==> src/sv/lldv_pkg.sv <==
package lldv_pkg;

  // fixed field widths of the request and response, and of the microprogram counter
  localparam int unsigned IDX_W = 4;
  localparam int unsigned VAL_W = 16;
  localparam int unsigned UPC_W = 4;

  typedef enum logic [1:0] {
    CMD_LOAD_NODE = 2'd0,
    CMD_SET_HEADS = 2'd1,
    CMD_DELETE    = 2'd2,
    CMD_READ_NODE = 2'd3
  } cmd_e;

  typedef enum logic [1:0] {
    ST_DONE      = 2'd0,
    ST_DELETED   = 2'd1,
    ST_NOT_FOUND = 2'd2,
    ST_UNDERFLOW = 2'd3
  } status_e;

  typedef struct packed {
    cmd_e               command;
    logic [IDX_W-1:0]   node_index;
    logic [VAL_W-1:0]   item_value;
    logic [IDX_W-1:0]   next_link;
  } req_t;

  typedef struct packed {
    status_e            status;
    logic [IDX_W-1:0]   found_index;
    logic [IDX_W-1:0]   prev_index;
    logic [VAL_W-1:0]   node_value;
    logic [IDX_W-1:0]   node_link;
    logic [IDX_W-1:0]   head_out;
    logic [IDX_W-1:0]   free_head_out;
  } rsp_t;

  // control word fields
  typedef enum logic {
    ADDR_IDX = 1'b0,
    ADDR_CUR = 1'b1
  } addr_sel_e;

  typedef enum logic [1:0] {
    LW_NONE   = 2'd0,
    LW_LOAD   = 2'd1,
    LW_BYPASS = 2'd2,
    LW_PUSH   = 2'd3
  } lnk_wsel_e;

  typedef enum logic [1:0] {
    HD_KEEP   = 2'd0,
    HD_SET    = 2'd1,
    HD_UNLINK = 2'd2
  } head_op_e;

  typedef enum logic [1:0] {
    FR_KEEP = 2'd0,
    FR_SET  = 2'd1,
    FR_PUSH = 2'd2
  } free_op_e;

  typedef enum logic [1:0] {
    WK_NONE = 2'd0,
    WK_INIT = 2'd1,
    WK_ADV  = 2'd2
  } walk_op_e;

  typedef enum logic [1:0] {
    C_ALWAYS    = 2'd0,
    C_HEAD_ZERO = 2'd1,
    C_WALK_END  = 2'd2,
    C_MISS      = 2'd3
  } cond_e;

  typedef enum logic [1:0] {
    OUT_PLAIN = 2'd0,
    OUT_READ  = 2'd1,
    OUT_DEL   = 2'd2
  } out_sel_e;

  typedef struct packed {
    logic               rd_en;
    addr_sel_e          addr_sel;
    logic               val_we;
    lnk_wsel_e          lnk_wsel;
    head_op_e           head_op;
    free_op_e           free_op;
    walk_op_e           walk_op;
    logic               jump;
    cond_e              cond;
    logic [UPC_W-1:0]   target;
    logic               emit;
    status_e            status;
    out_sel_e           out_sel;
  } ucw_t;

  // node store control between sequencer and store
  typedef struct packed {
    logic               rd_en;
    logic [IDX_W-1:0]   rd_addr;
    logic               val_we;
    logic [IDX_W-1:0]   val_addr;
    logic               lnk_we;
    logic [IDX_W-1:0]   lnk_addr;
    logic [IDX_W-1:0]   lnk_wdata;
  } store_ctl_t;

  // microprogram addresses
  localparam logic [UPC_W-1:0] UA_IDLE     = 4'd0;
  localparam logic [UPC_W-1:0] UA_LOAD     = 4'd1;
  localparam logic [UPC_W-1:0] UA_SETH     = 4'd2;
  localparam logic [UPC_W-1:0] UA_SETH_OUT = 4'd3;
  localparam logic [UPC_W-1:0] UA_READ     = 4'd4;
  localparam logic [UPC_W-1:0] UA_READ_OUT = 4'd5;
  localparam logic [UPC_W-1:0] UA_DEL      = 4'd6;
  localparam logic [UPC_W-1:0] UA_WALK_RD  = 4'd7;
  localparam logic [UPC_W-1:0] UA_WALK_CMP = 4'd8;
  localparam logic [UPC_W-1:0] UA_HIT0     = 4'd9;
  localparam logic [UPC_W-1:0] UA_HIT1     = 4'd10;
  localparam logic [UPC_W-1:0] UA_DEL_OUT  = 4'd11;
  localparam logic [UPC_W-1:0] UA_NF_OUT   = 4'd12;
  localparam logic [UPC_W-1:0] UA_UF_OUT   = 4'd13;

  localparam ucw_t UCW_NOP = '{
    rd_en: 1'b0, addr_sel: ADDR_IDX, val_we: 1'b0, lnk_wsel: LW_NONE,
    head_op: HD_KEEP, free_op: FR_KEEP, walk_op: WK_NONE,
    jump: 1'b0, cond: C_ALWAYS, target: UA_IDLE,
    emit: 1'b0, status: ST_DONE, out_sel: OUT_PLAIN
  };

  // entry point of each command
  function automatic logic [UPC_W-1:0] entry(cmd_e cmd);
    logic [UPC_W-1:0] ua;
    case (cmd)
      CMD_LOAD_NODE: ua = UA_LOAD;
      CMD_SET_HEADS: ua = UA_SETH;
      CMD_DELETE:    ua = UA_DEL;
      CMD_READ_NODE: ua = UA_READ;
      default:       ua = UA_IDLE;
    endcase
    return ua;
  endfunction

  // control store
  function automatic ucw_t ucode(logic [UPC_W-1:0] upc);
    ucw_t cw;
    cw = UCW_NOP;
    case (upc)
      UA_LOAD: begin
        cw.val_we   = 1'b1;
        cw.lnk_wsel = LW_LOAD;
        cw.emit     = 1'b1;
        cw.jump     = 1'b1;
      end
      UA_SETH: begin
        cw.head_op = HD_SET;
        cw.free_op = FR_SET;
      end
      UA_SETH_OUT: begin
        cw.emit = 1'b1;
        cw.jump = 1'b1;
      end
      UA_READ: begin
        cw.rd_en = 1'b1;
      end
      UA_READ_OUT: begin
        cw.emit    = 1'b1;
        cw.out_sel = OUT_READ;
        cw.jump    = 1'b1;
      end
      UA_DEL: begin
        cw.walk_op = WK_INIT;
        cw.jump    = 1'b1;
        cw.cond    = C_HEAD_ZERO;
        cw.target  = UA_UF_OUT;
      end
      UA_WALK_RD: begin
        cw.rd_en    = 1'b1;
        cw.addr_sel = ADDR_CUR;
        cw.jump     = 1'b1;
        cw.cond     = C_WALK_END;
        cw.target   = UA_NF_OUT;
      end
      UA_WALK_CMP: begin
        cw.walk_op = WK_ADV;
        cw.jump    = 1'b1;
        cw.cond    = C_MISS;
        cw.target  = UA_WALK_RD;
      end
      UA_HIT0: begin
        cw.head_op  = HD_UNLINK;
        cw.lnk_wsel = LW_BYPASS;
      end
      UA_HIT1: begin
        cw.lnk_wsel = LW_PUSH;
        cw.free_op  = FR_PUSH;
      end
      UA_DEL_OUT: begin
        cw.emit    = 1'b1;
        cw.status  = ST_DELETED;
        cw.out_sel = OUT_DEL;
        cw.jump    = 1'b1;
      end
      UA_NF_OUT: begin
        cw.emit   = 1'b1;
        cw.status = ST_NOT_FOUND;
        cw.jump   = 1'b1;
      end
      UA_UF_OUT: begin
        cw.emit   = 1'b1;
        cw.status = ST_UNDERFLOW;
        cw.jump   = 1'b1;
      end
      default: begin
        cw.jump = 1'b1;
      end
    endcase
    return cw;
  endfunction

endpackage

==> src/sv/lldv_node_store.sv <==
module lldv_node_store #(
  parameter int unsigned DEPTH       = 16,
  parameter int unsigned VALUE_WIDTH = 16
) (
  input  logic                     clk_i,
  input  logic                     rst_ni,
  input  lldv_pkg::store_ctl_t     ctl_i,
  input  logic [VALUE_WIDTH-1:0]   val_wdata_i,
  output logic [VALUE_WIDTH-1:0]   val_rd_o,
  output logic [lldv_pkg::IDX_W-1:0] lnk_rd_o
);

  localparam int unsigned AW = $clog2(DEPTH);

  logic [VALUE_WIDTH-1:0]       val_mem [DEPTH];
  logic [lldv_pkg::IDX_W-1:0]   lnk_mem [DEPTH];
  logic [DEPTH-1:0]             lnk_vld_q;
  logic [VALUE_WIDTH-1:0]       val_rd_q;
  logic [lldv_pkg::IDX_W-1:0]   lnk_rd_q;

  logic [AW-1:0] rd_a, val_a, lnk_a;

  assign rd_a  = ctl_i.rd_addr[AW-1:0];
  assign val_a = ctl_i.val_addr[AW-1:0];
  assign lnk_a = ctl_i.lnk_addr[AW-1:0];

  // value store, no reset
  always_ff @(posedge clk_i) begin
    if (ctl_i.val_we) begin
      val_mem[val_a] <= val_wdata_i;
    end
    if (ctl_i.rd_en) begin
      val_rd_q <= val_mem[rd_a];
    end
  end

  // link store, unwritten entries read as zero
  always_ff @(posedge clk_i) begin
    if (ctl_i.lnk_we) begin
      lnk_mem[lnk_a] <= ctl_i.lnk_wdata;
    end
    if (ctl_i.rd_en) begin
      lnk_rd_q <= lnk_vld_q[rd_a] ? lnk_mem[rd_a] : '0;
    end
  end

  // per-entry written flags
  always_ff @(posedge clk_i or negedge rst_ni) begin
    if (!rst_ni) begin
      lnk_vld_q <= '0;
    end else if (ctl_i.lnk_we) begin
      lnk_vld_q[lnk_a] <= 1'b1;
    end
  end

  assign val_rd_o = val_rd_q;
  assign lnk_rd_o = lnk_rd_q;

endmodule

==> src/sv/linked_list_delete_by_value_unit.sv <==
// load_node writes the node; set_heads sets both heads and read_node reads the node
// store before the result; delete on an empty list reports underflow; a delete that
// visits k nodes (k at most NODE_COUNT) reports not found when the value is absent and
// removes the k-th node on a match; each node walked takes a node store read, then the
// compare and advance. One request at a time; busy drops in the cycle done_o is high,
// so the next start can be taken there. Results show for one cycle and cannot be held off.
// Reset clears both heads and all links (per-entry flags); node values stay unknown.
module linked_list_delete_by_value_unit #(
  parameter int unsigned NODE_COUNT  = 16,
  parameter int unsigned VALUE_WIDTH = 16
) (
  input  logic            clk_i,
  input  logic            rst_ni,
  input  logic            start,
  output logic            busy,
  input  lldv_pkg::req_t  req_i,
  output logic            done_o,
  output lldv_pkg::rsp_t  rsp_o
);

  // only slots reachable by a 4-bit index are stored
  localparam int unsigned DEPTH = (NODE_COUNT < (1 << lldv_pkg::IDX_W)) ?
                                  NODE_COUNT : (1 << lldv_pkg::IDX_W);
  localparam int unsigned SW = $clog2(NODE_COUNT + 1);
  localparam int unsigned IW = lldv_pkg::IDX_W;

  logic [lldv_pkg::UPC_W-1:0] upc_q, upc_d;
  lldv_pkg::ucw_t             cw;

  logic [IW-1:0]          idx_q, nlink_q, cur_q, cur_d, before_q, before_d;
  logic [IW-1:0]          head_q, head_d, free_q, free_d;
  logic [VALUE_WIDTH-1:0] item_q;
  logic [SW-1:0]          steps_q, steps_d;
  logic                   done_q;
  lldv_pkg::rsp_t         rsp_q, rsp_d;

  lldv_pkg::store_ctl_t   sctl;
  logic [VALUE_WIDTH-1:0] val_rd;
  logic [IW-1:0]          lnk_rd;

  logic        accept, idx_ok, match, walk_end, take;
  logic [63:0] item_ext, val_ext;

  assign accept   = start && !busy;
  assign busy     = (upc_q != lldv_pkg::UA_IDLE);
  assign cw       = lldv_pkg::ucode(upc_q);
  assign item_ext = 64'(req_i.item_value);
  assign val_ext  = 64'(val_rd);

  assign idx_ok   = (32'(idx_q) < DEPTH);
  assign match    = (val_rd == item_q);
  assign walk_end = (cur_q == '0) || (32'(cur_q) >= NODE_COUNT) ||
                    (steps_q == SW'(NODE_COUNT));

  // jump condition
  always_comb begin
    case (cw.cond)
      lldv_pkg::C_ALWAYS:    take = 1'b1;
      lldv_pkg::C_HEAD_ZERO: take = (head_q == '0);
      lldv_pkg::C_WALK_END:  take = walk_end;
      lldv_pkg::C_MISS:      take = !match;
      default:               take = 1'b0;
    endcase
  end

  // microprogram counter, next address
  always_comb begin
    if (upc_q == lldv_pkg::UA_IDLE) begin
      upc_d = accept ? lldv_pkg::entry(req_i.command) : lldv_pkg::UA_IDLE;
    end else if (cw.jump && take) begin
      upc_d = cw.target;
    end else begin
      upc_d = upc_q + 1'b1;
    end
  end

  // node store control
  always_comb begin
    sctl.rd_en     = cw.rd_en;
    sctl.rd_addr   = (cw.addr_sel == lldv_pkg::ADDR_IDX) ? idx_q : cur_q;
    sctl.val_we    = cw.val_we && idx_ok;
    sctl.val_addr  = idx_q;
    case (cw.lnk_wsel)
      lldv_pkg::LW_LOAD: begin
        sctl.lnk_we    = idx_ok;
        sctl.lnk_addr  = idx_q;
        sctl.lnk_wdata = nlink_q;
      end
      lldv_pkg::LW_BYPASS: begin
        sctl.lnk_we    = (before_q != '0);
        sctl.lnk_addr  = before_q;
        sctl.lnk_wdata = lnk_rd;
      end
      lldv_pkg::LW_PUSH: begin
        sctl.lnk_we    = 1'b1;
        sctl.lnk_addr  = cur_q;
        sctl.lnk_wdata = free_q;
      end
      default: begin
        sctl.lnk_we    = 1'b0;
        sctl.lnk_addr  = cur_q;
        sctl.lnk_wdata = free_q;
      end
    endcase
  end

  // heads and walk registers
  always_comb begin
    head_d   = head_q;
    free_d   = free_q;
    cur_d    = cur_q;
    before_d = before_q;
    steps_d  = steps_q;
    case (cw.head_op)
      lldv_pkg::HD_SET:    head_d = idx_q;
      lldv_pkg::HD_UNLINK: head_d = (before_q == '0) ? lnk_rd : head_q;
      default:             head_d = head_q;
    endcase
    case (cw.free_op)
      lldv_pkg::FR_SET:  free_d = nlink_q;
      lldv_pkg::FR_PUSH: free_d = cur_q;
      default:           free_d = free_q;
    endcase
    case (cw.walk_op)
      lldv_pkg::WK_INIT: begin
        cur_d    = head_q;
        before_d = '0;
        steps_d  = '0;
      end
      lldv_pkg::WK_ADV: begin
        if (!match) begin
          before_d = cur_q;
          cur_d    = lnk_rd;
          steps_d  = steps_q + 1'b1;
        end
      end
      default: begin
        cur_d = cur_q;
      end
    endcase
  end

  // response word
  always_comb begin
    rsp_d               = '0;
    rsp_d.status        = cw.status;
    rsp_d.head_out      = head_q;
    rsp_d.free_head_out = free_q;
    case (cw.out_sel)
      lldv_pkg::OUT_READ: begin
        rsp_d.found_index = idx_q;
        if (idx_ok) begin
          rsp_d.node_value = val_ext[lldv_pkg::VAL_W-1:0];
          rsp_d.node_link  = lnk_rd;
        end
      end
      lldv_pkg::OUT_DEL: begin
        rsp_d.found_index = cur_q;
        rsp_d.prev_index  = before_q;
      end
      default: begin
        rsp_d.found_index = '0;
      end
    endcase
  end

  // control registers
  always_ff @(posedge clk_i or negedge rst_ni) begin
    if (!rst_ni) begin
      upc_q    <= lldv_pkg::UA_IDLE;
      head_q   <= '0;
      free_q   <= '0;
      done_q   <= 1'b0;
      steps_q  <= '0;
    end else begin
      upc_q    <= upc_d;
      head_q   <= head_d;
      free_q   <= free_d;
      done_q   <= cw.emit;
      steps_q  <= steps_d;
    end
  end

  // request capture, walk pointers and response register
  always_ff @(posedge clk_i) begin
    if (accept) begin
      idx_q   <= req_i.node_index;
      nlink_q <= req_i.next_link;
      item_q  <= item_ext[VALUE_WIDTH-1:0];
    end
    cur_q    <= cur_d;
    before_q <= before_d;
    if (cw.emit) begin
      rsp_q <= rsp_d;
    end
  end

  lldv_node_store #(
    .DEPTH       (DEPTH),
    .VALUE_WIDTH (VALUE_WIDTH)
  ) u_store (
    .clk_i       (clk_i),
    .rst_ni      (rst_ni),
    .ctl_i       (sctl),
    .val_wdata_i (item_q),
    .val_rd_o    (val_rd),
    .lnk_rd_o    (lnk_rd)
  );

  assign done_o = done_q;
  assign rsp_o  = rsp_q;

  // a result only follows a cycle of work
  a_done_after_busy: assert property (@(posedge clk_i) disable iff (!rst_ni)
    done_o |-> $past(busy))
    else $error("result without a request in progress");

  // an accepted request always starts the sequencer
  a_accept_busy: assert property (@(posedge clk_i) disable iff (!rst_ni)
    (start && !busy) |=> busy)
    else $error("accepted request did not start the sequencer");

  // a deleted node is never the null slot
  a_del_nonnull: assert property (@(posedge clk_i) disable iff (!rst_ni)
    (done_o && rsp_o.status == lldv_pkg::ST_DELETED) |-> (rsp_o.found_index != '0))
    else $error("deleted null node");

  // the walk never goes past the node count
  a_steps_bound: assert property (@(posedge clk_i) disable iff (!rst_ni)
    32'(steps_q) <= NODE_COUNT)
    else $error("walk exceeded node count");

endmodule
==> config.mk <==
export PLATFORM = sky130hd
export DESIGN_NAME = linked_list_delete_by_value_unit
export DESIGN_NICKNAME = d
export VERILOG_FILES = /design/src/sv/lldv_pkg.sv /design/src/sv/lldv_node_store.sv /design/src/sv/linked_list_delete_by_value_unit.sv
export SDC_FILE = /design/constraint.sdc
export NUM_CORES = 1
export LEC_CHECK = 0
export BUFFER_PORTS_ARGS = -buffer_cell sky130_fd_sc_hd__buf_2
export CORE_MARGIN = 1.5
export CORE_UTILIZATION = 50
export DETAILED_ROUTE_END_ITERATION = 8
export HOLD_SLACK_MARGIN = 0.02
export PLACE_DENSITY = 0.74
export SLEW_MARGIN = 20
export SYNTH_ARGS = -nofsm -noshare
export SYNTH_HDL_FRONTEND = slang
export SYNTH_SLANG_ARGS = --single-unit
==> constraint.sdc <==
create_clock -name clk_i -period 5.1 [get_ports clk_i]
set_input_delay 1.02 -clock clk_i [delete_from_list [all_inputs] [get_ports clk_i]]
set_output_delay 1.02 -clock clk_i [all_outputs]
set_load 0.05 [all_outputs]
After elaboration in Yosys (flattened, before gate mapping)
Memories as Yosys holds them, arrays and structs flattened. A register that Yosys moved wholly into a read port is not among the register bits.
Cells that the tools add are included.

storage, ports and cells
  word-level logic and storage cells = 120
  register bits after elaboration = 104
  output and inout port bits = 40
  RAM bits = 320
  memories kept = 2

memory list
  name             depth  bits a word  rd ports  clocked after Yosys merged registers in  write ports  line                   RTL
  u_store.val_mem  16     16           1         1                                        1            lldv_node_store.sv:15  logic [VALUE_WIDTH-1:0] val_mem [DEPTH];
  u_store.lnk_mem  16     4            1         1                                        1            lldv_node_store.sv:16  logic [lldv_pkg::IDX_W-1:0] lnk_mem [DEPTH];

cells by class
  $lt $le $gt $ge = 3
  reduce and logical (&&, ||, !) cells = 23
  $add $sub $neg = 2
  bitwise operators = 1
  equal/unequal tests = 34
  multiplexer cells = 37

operators with widths
  cell                                                                          number
  4-bit one-hot mux with 2 select lines                                         5
  4-bit 2-to-1 mux                                                              7
  9-bit one-hot mux with 3 select lines                                         1
  4-bit equality test, second input constant                                    6
  2-bit equality test, second input constant                                    10
  6-bit one-hot mux with 3 select lines                                         1
  16-bit equality test                                                          1
  4-bit by 3-bit equality test with 1-bit output, second input constant         4
  4-bit zero test                                                               4
  16-bit OR                                                                     1
  2-bit one-hot mux with 2 select lines                                         4
  4-bit one-hot mux with 4 select lines                                         1
  2-bit by 1-bit equality test with 1-bit output, second input constant         7
  2-bit one-hot mux with 3 select lines                                         2
  1-bit 2-to-1 mux                                                              11
  4-bit by 5-bit less-than comparator with 1-bit output, second input constant  2
  5-bit one-hot mux with 2 select lines                                         1
  4-bit by 2-bit equality test with 1-bit output, second input constant         2
  4-bit nonzero test                                                            2
  2-bit nonzero test                                                            3
  6-bit OR reduction                                                            1
  5-bit by 1-bit adder with 5-bit output, second input constant                 1
  5-bit equality test, second input constant                                    1
  5-bit 2-to-1 mux                                                              1
  other kinds (14)                                                              21

Depth between registers and ports, before layout
  depth in word-level cells = 9
  depth in mapped cells = 11
  mapped depth without buffers = 8

Modules after synthesis
From an unflattened synthesis, not the netlist that was laid out.

unflattened totals
  cells, all modules = 872
  area total of the unflattened synthesis = 17,509.3 um2

by module, submodules not included
  module                            area an instance (um2)  seq. area each (um2)  cells each  instances
  lldv_node_store                   13,456.7                10,610.2              564         1
  linked_list_delete_by_value_unit  4,052.6                 2,552.4               308         1

Least setup slack after synthesis
Ideal clock, no wire load.

  kind = register -> register
  from = register upc_q[0] in the netlist's numbering
  to = register rsp_q, in the netlist rsp_o[0], enable pin
  stages on the path, launching flop included = 6
  period minus slack after synthesis = 4.418 ns
  arrival = 3.925 ns
  slack = 0.682 ns
  path through = dfrtp_1 inv_1 ha_1 clkbuf_1 a211oi_1 o31ai_1

RTL lines
  element                   line                                     RTL
  start: declaration        linked_list_delete_by_value_unit.sv:27   logic [lldv_pkg::UPC_W-1:0] upc_q, upc_d;
  start signal: assignment  linked_list_delete_by_value_unit.sv:170  upc_q <= lldv_pkg::UA_IDLE;
  start signal: assignment  linked_list_delete_by_value_unit.sv:176  upc_q <= upc_d;
  end signal: assignment    linked_list_delete_by_value_unit.sv:194  rsp_q <= rsp_d;
  end: declaration          linked_list_delete_by_value_unit.sv:35   lldv_pkg::rsp_t rsp_q, rsp_d;

Worst setup path after layout
  from = register upc_q[3] in the netlist's numbering
  to = register u_store.val_rd_q[12], in the netlist u_store.val_rd_o[12], read port of u_store.val_mem, data pin

between the ends
  cells in the longest elaborated chain, start to end = 3
  elaborated cells on any way between the ends = 6
  classes of those cells = eq/ne: 2; mux: 3; reduce/logical: 1

ends and longest elaborated chain
  element                                                 line                                                     RTL
  4-bit by 3-bit equality test with 1-bit output          lldv_pkg.sv:150                                          case (upc)
  1-bit 2-to-1 mux or 2-bit OR reduction (tied branches)  --
  4-bit 2-to-1 mux or 1-bit 2-to-1 mux (tied branches)    linked_list_delete_by_value_unit.sv:80, lldv_pkg.sv:150
  end: declaration                                        lldv_node_store.sv:18                                    logic [VALUE_WIDTH-1:0] val_rd_q;

Parallel ways exist; a longest one is shown, timed or not.
A chain may end at the register's enable or synchronous reset.

==> flow_metrics.env <==
export IMPL_status="completed"
export IMPL_synth_edff_count=410
export IMPL_crit_family="multiplexers"
export IMPL_slew_violations=0
export IMPL_hold_viol=0
export IMPL_critPathLaunchType="flop"
export IMPL_coreArea_um2=34800
export IMPL_grt_util_all_layers_pct=22.07
export IMPL_synth_area_per_cell_um2=17.58
export IMPL_ctsHtreeMaxLevel=2
export IMPL_clk_latency_ns=0.56
export IMPL_synth_common_cells="edfxtp_1 (410), nand2_1 (73), mux4_2 (70)"
export IMPL_synth_top_family_by_area="multiplexers"
export IMPL_synthArstFlopShare_pct=7.658
export IMPL_start_util_pct=51.07
export IMPL_cts_resized=0
export IMPL_synthXorXnorAreaFrac_pct=0.9364
export IMPL_slew_headroom_pct=22.02
export IMPL_yosys_area_top_type="edfxtp_1"
export IMPL_critical_path_slowest_cell="dfrtp_1"
export IMPL_cp_num_cells=6
export IMPL_drt_initial_drc_count=922
export IMPL_crit_type="reg2reg"
export IMPL_antenna_found_initial=0
export IMPL_skew_ns=0.02333
export IMPL_setup_slack_ns=1.345
export IMPL_areaGrowthSynthToFinish_pct=13.50
export IMPL_reg2reg_slack_ns=1.34
export IMPL_route_met2_wl_um=19560
export IMPL_cts_buffers=43
export IMPL_syn_nets=1053
export IMPL_n_antenna_cell=0
export IMPL_vdd_drop_max_mv=0.4349
export IMPL_rsz0062_at_grt="false"
export IMPL_cp_cell_sequence="nand3b_1 > mux2i_4 > buf_4 > mux4_2 > a22oi_1 > nand2_1"
export IMPL_gp_congestion=0.8533
export IMPL_synthAdderAreaFrac_pct=0.9152
export IMPL_critPathMaxStageDelay_ns=0.87
export IMPL_place_area_um2=18810
export IMPL_required_ns=5.39
export IMPL_die_x_um=191.5
export IMPL_worstPathMaxFanout=69
export IMPL_cap_violations=0
export IMPL_final_nets=1148
export IMPL_post_cts_buffers=0
export IMPL_grt_pass1_vias=9651
export IMPL_pre_cts_ws_ns=1.359
export IMPL_crit_buf_inv=1
export IMPL_die_area_um2=36680
export IMPL_min_period_over_period_pct=73.63
export IMPL_avgViaCountPerCell=6.024
export IMPL_hold_buffers=0
export IMPL_io_pins=69
export IMPL_synth_most_common_cell="edfxtp_1"
export IMPL_synth_distinct_cells=52
export IMPL_timing_fmax_mhz=266.3
export IMPL_synthCells=1011
export IMPL_overflow=0
export IMPL_wl_met1_um=15580
export IMPL_ys_seq_elements=444
export IMPL_power_density_nw_per_um2=559.0
export IMPL_arrival_ns=4.05
export IMPL_post_route_min_period_ns=3.755
export IMPL_finalSetupViolCount=0
export IMPL_rows=68
export IMPL_drive_gt1_share_pct=24.19
export IMPL_cts_buffer_depth=3
export IMPL_yosys_warnings=0
export IMPL_worst_hold_path_type="reg2reg"
export IMPL_drc=0
export IMPL_route_met3_wl_um=3158
export IMPL_synth_main_ff_cell="edfxtp_1"
export IMPL_synth_area_um2=17770
export IMPL_die_y_um=191.5
export IMPL_leakage_uw=0.006888
export IMPL_end_kind="flop"
export IMPL_synthSimpleGateAreaFrac_pct=6.364
export IMPL_vias=9615
export IMPL_synthMuxAreaShare_pct=10.72
export IMPL_clk_pin_slew_worst_paths_ns=0.06
export IMPL_detail_route_antenna_nets=0
export IMPL_grt_max_degree=70
export IMPL_min_path_cells=1
export IMPL_synth_compound_area_share_pct=5.470
export IMPL_detail_route_wl_per_cell_um=24.73
export IMPL_dr_pass1_iters=7
export IMPL_synth_top_cell_area_share_pct=69.28
export IMPL_top_layer="met4"
export IMPL_tightestPinTransition_ns=1.170
export IMPL_finalSetupTns_ns=0
export IMPL_grt_pass1_wl_um=58930
export IMPL_cts_tree="built"
export IMPL_wirelength_um=39470
export IMPL_synth_top_cells_by_area="edfxtp_1 (69%), mux4_2 (8.9%), dfrtp_1 (4.8%)"
export IMPL_seq_area_frac_synth_pct=74.06
export IMPL_r2r_cells=6
export IMPL_clock_sinks=444
export IMPL_dp_hpwl_um=23240
export IMPL_final_area_um2=20170
export IMPL_root_buffer="clkbuf_16"
export IMPL_port_buffers=68
per-layer routing:
layer  track usage [%]  up-vias
met1             29.57     4883
met4             7.993        0
met2             36.41      461
li1                  -     4190
met3             4.002       81
met5                 0        -
final cells by class:
| class | instances | area, um^2 |
|---|---|---|
| inverter | 10 | 37.54 |
| clock inverter | 24 | 206.4 |
| sequential | 444 | 13160 |
| tap | 455 | 569.3 |
| clock buffer | 56 | 1155 |
| timing repair buffer | 102 | 608.1 |
| multi-input combinational | 505 | 4433 |
| fill | 2494 | 14630 |
state kept, by name, indices dropped and copies added (netlist names), 5 cells and up:
signal / flops
u_store.val_mem: 256
u_store.lnk_mem: 64
rsp_o: 38
item_q: 16
u_store.lnk_vld_q: 16
u_store.val_rd_o: 16
steps_q: 5
path summary, 6_finish.rpt:
path | startpoint | end
worst min-delay path | u_store.lnk_vld_q[2] | u_store.lnk_vld_q[2]
min in group asynchronous | rst_ni | done_o
worst max-delay path | upc_q[3] | u_store.val_rd_o[12]
worst min register to register | u_store.lnk_vld_q[2] | u_store.lnk_vld_q[2]
max in group asynchronous | rst_ni | u_store.lnk_vld_q[2]
worst max register to register | upc_q[3] | u_store.val_rd_o[12]
worst register-to-register path, stage by stage, from the launching register on:
cell	delay [ns]
dfrtp_1	0.87
nand3b_1	0.54
mux2i_4	0.50
buf_4	0.80
mux4_2	0.51
a22oi_1	0.22
nand2_1	0.07
per-stage QoR:
stage                     std cells  power, uW  hold WS, ns  utilization [%]
after floorplan                1011       7324       0.4496                -
after global placement         1516       8191       0.4661            54.01
after detailed placement       1516       8277       0.4743            54.04
after CTS                      1596      11330       0.4953            57.95
after global routing           1596      11730       0.5124            57.97
final                          1596      11280       0.4976            57.97
power by group:
group,total (uW),switching (uW),internal [uW]
Clock,3060,1340,1720
Sequential,5290,463,4830
Combinational,2930,1990,933
Total,11300,3800,7480
kinds of logic after synthesis:
logic type      after synthesis
xor+xnor                     19
compound gates              143
flops                       444
buf+inv                      62
fa+ha+maj                    13
mux                         100
simple gates                230
layout by cell type (no fill, tap or decap), drive strengths merged, types with 19 or more instances in the layout:
cell / instances
edfxtp: 410
buf: 102
nand2: 73
mux4: 70
clkbuf: 56
nor2: 46
a22oi: 41
dfrtp: 34
and2: 28
a21oi: 27
mux2i: 24
o21ai: 19
Note: power is estimated with default switching activity, not from simulation.
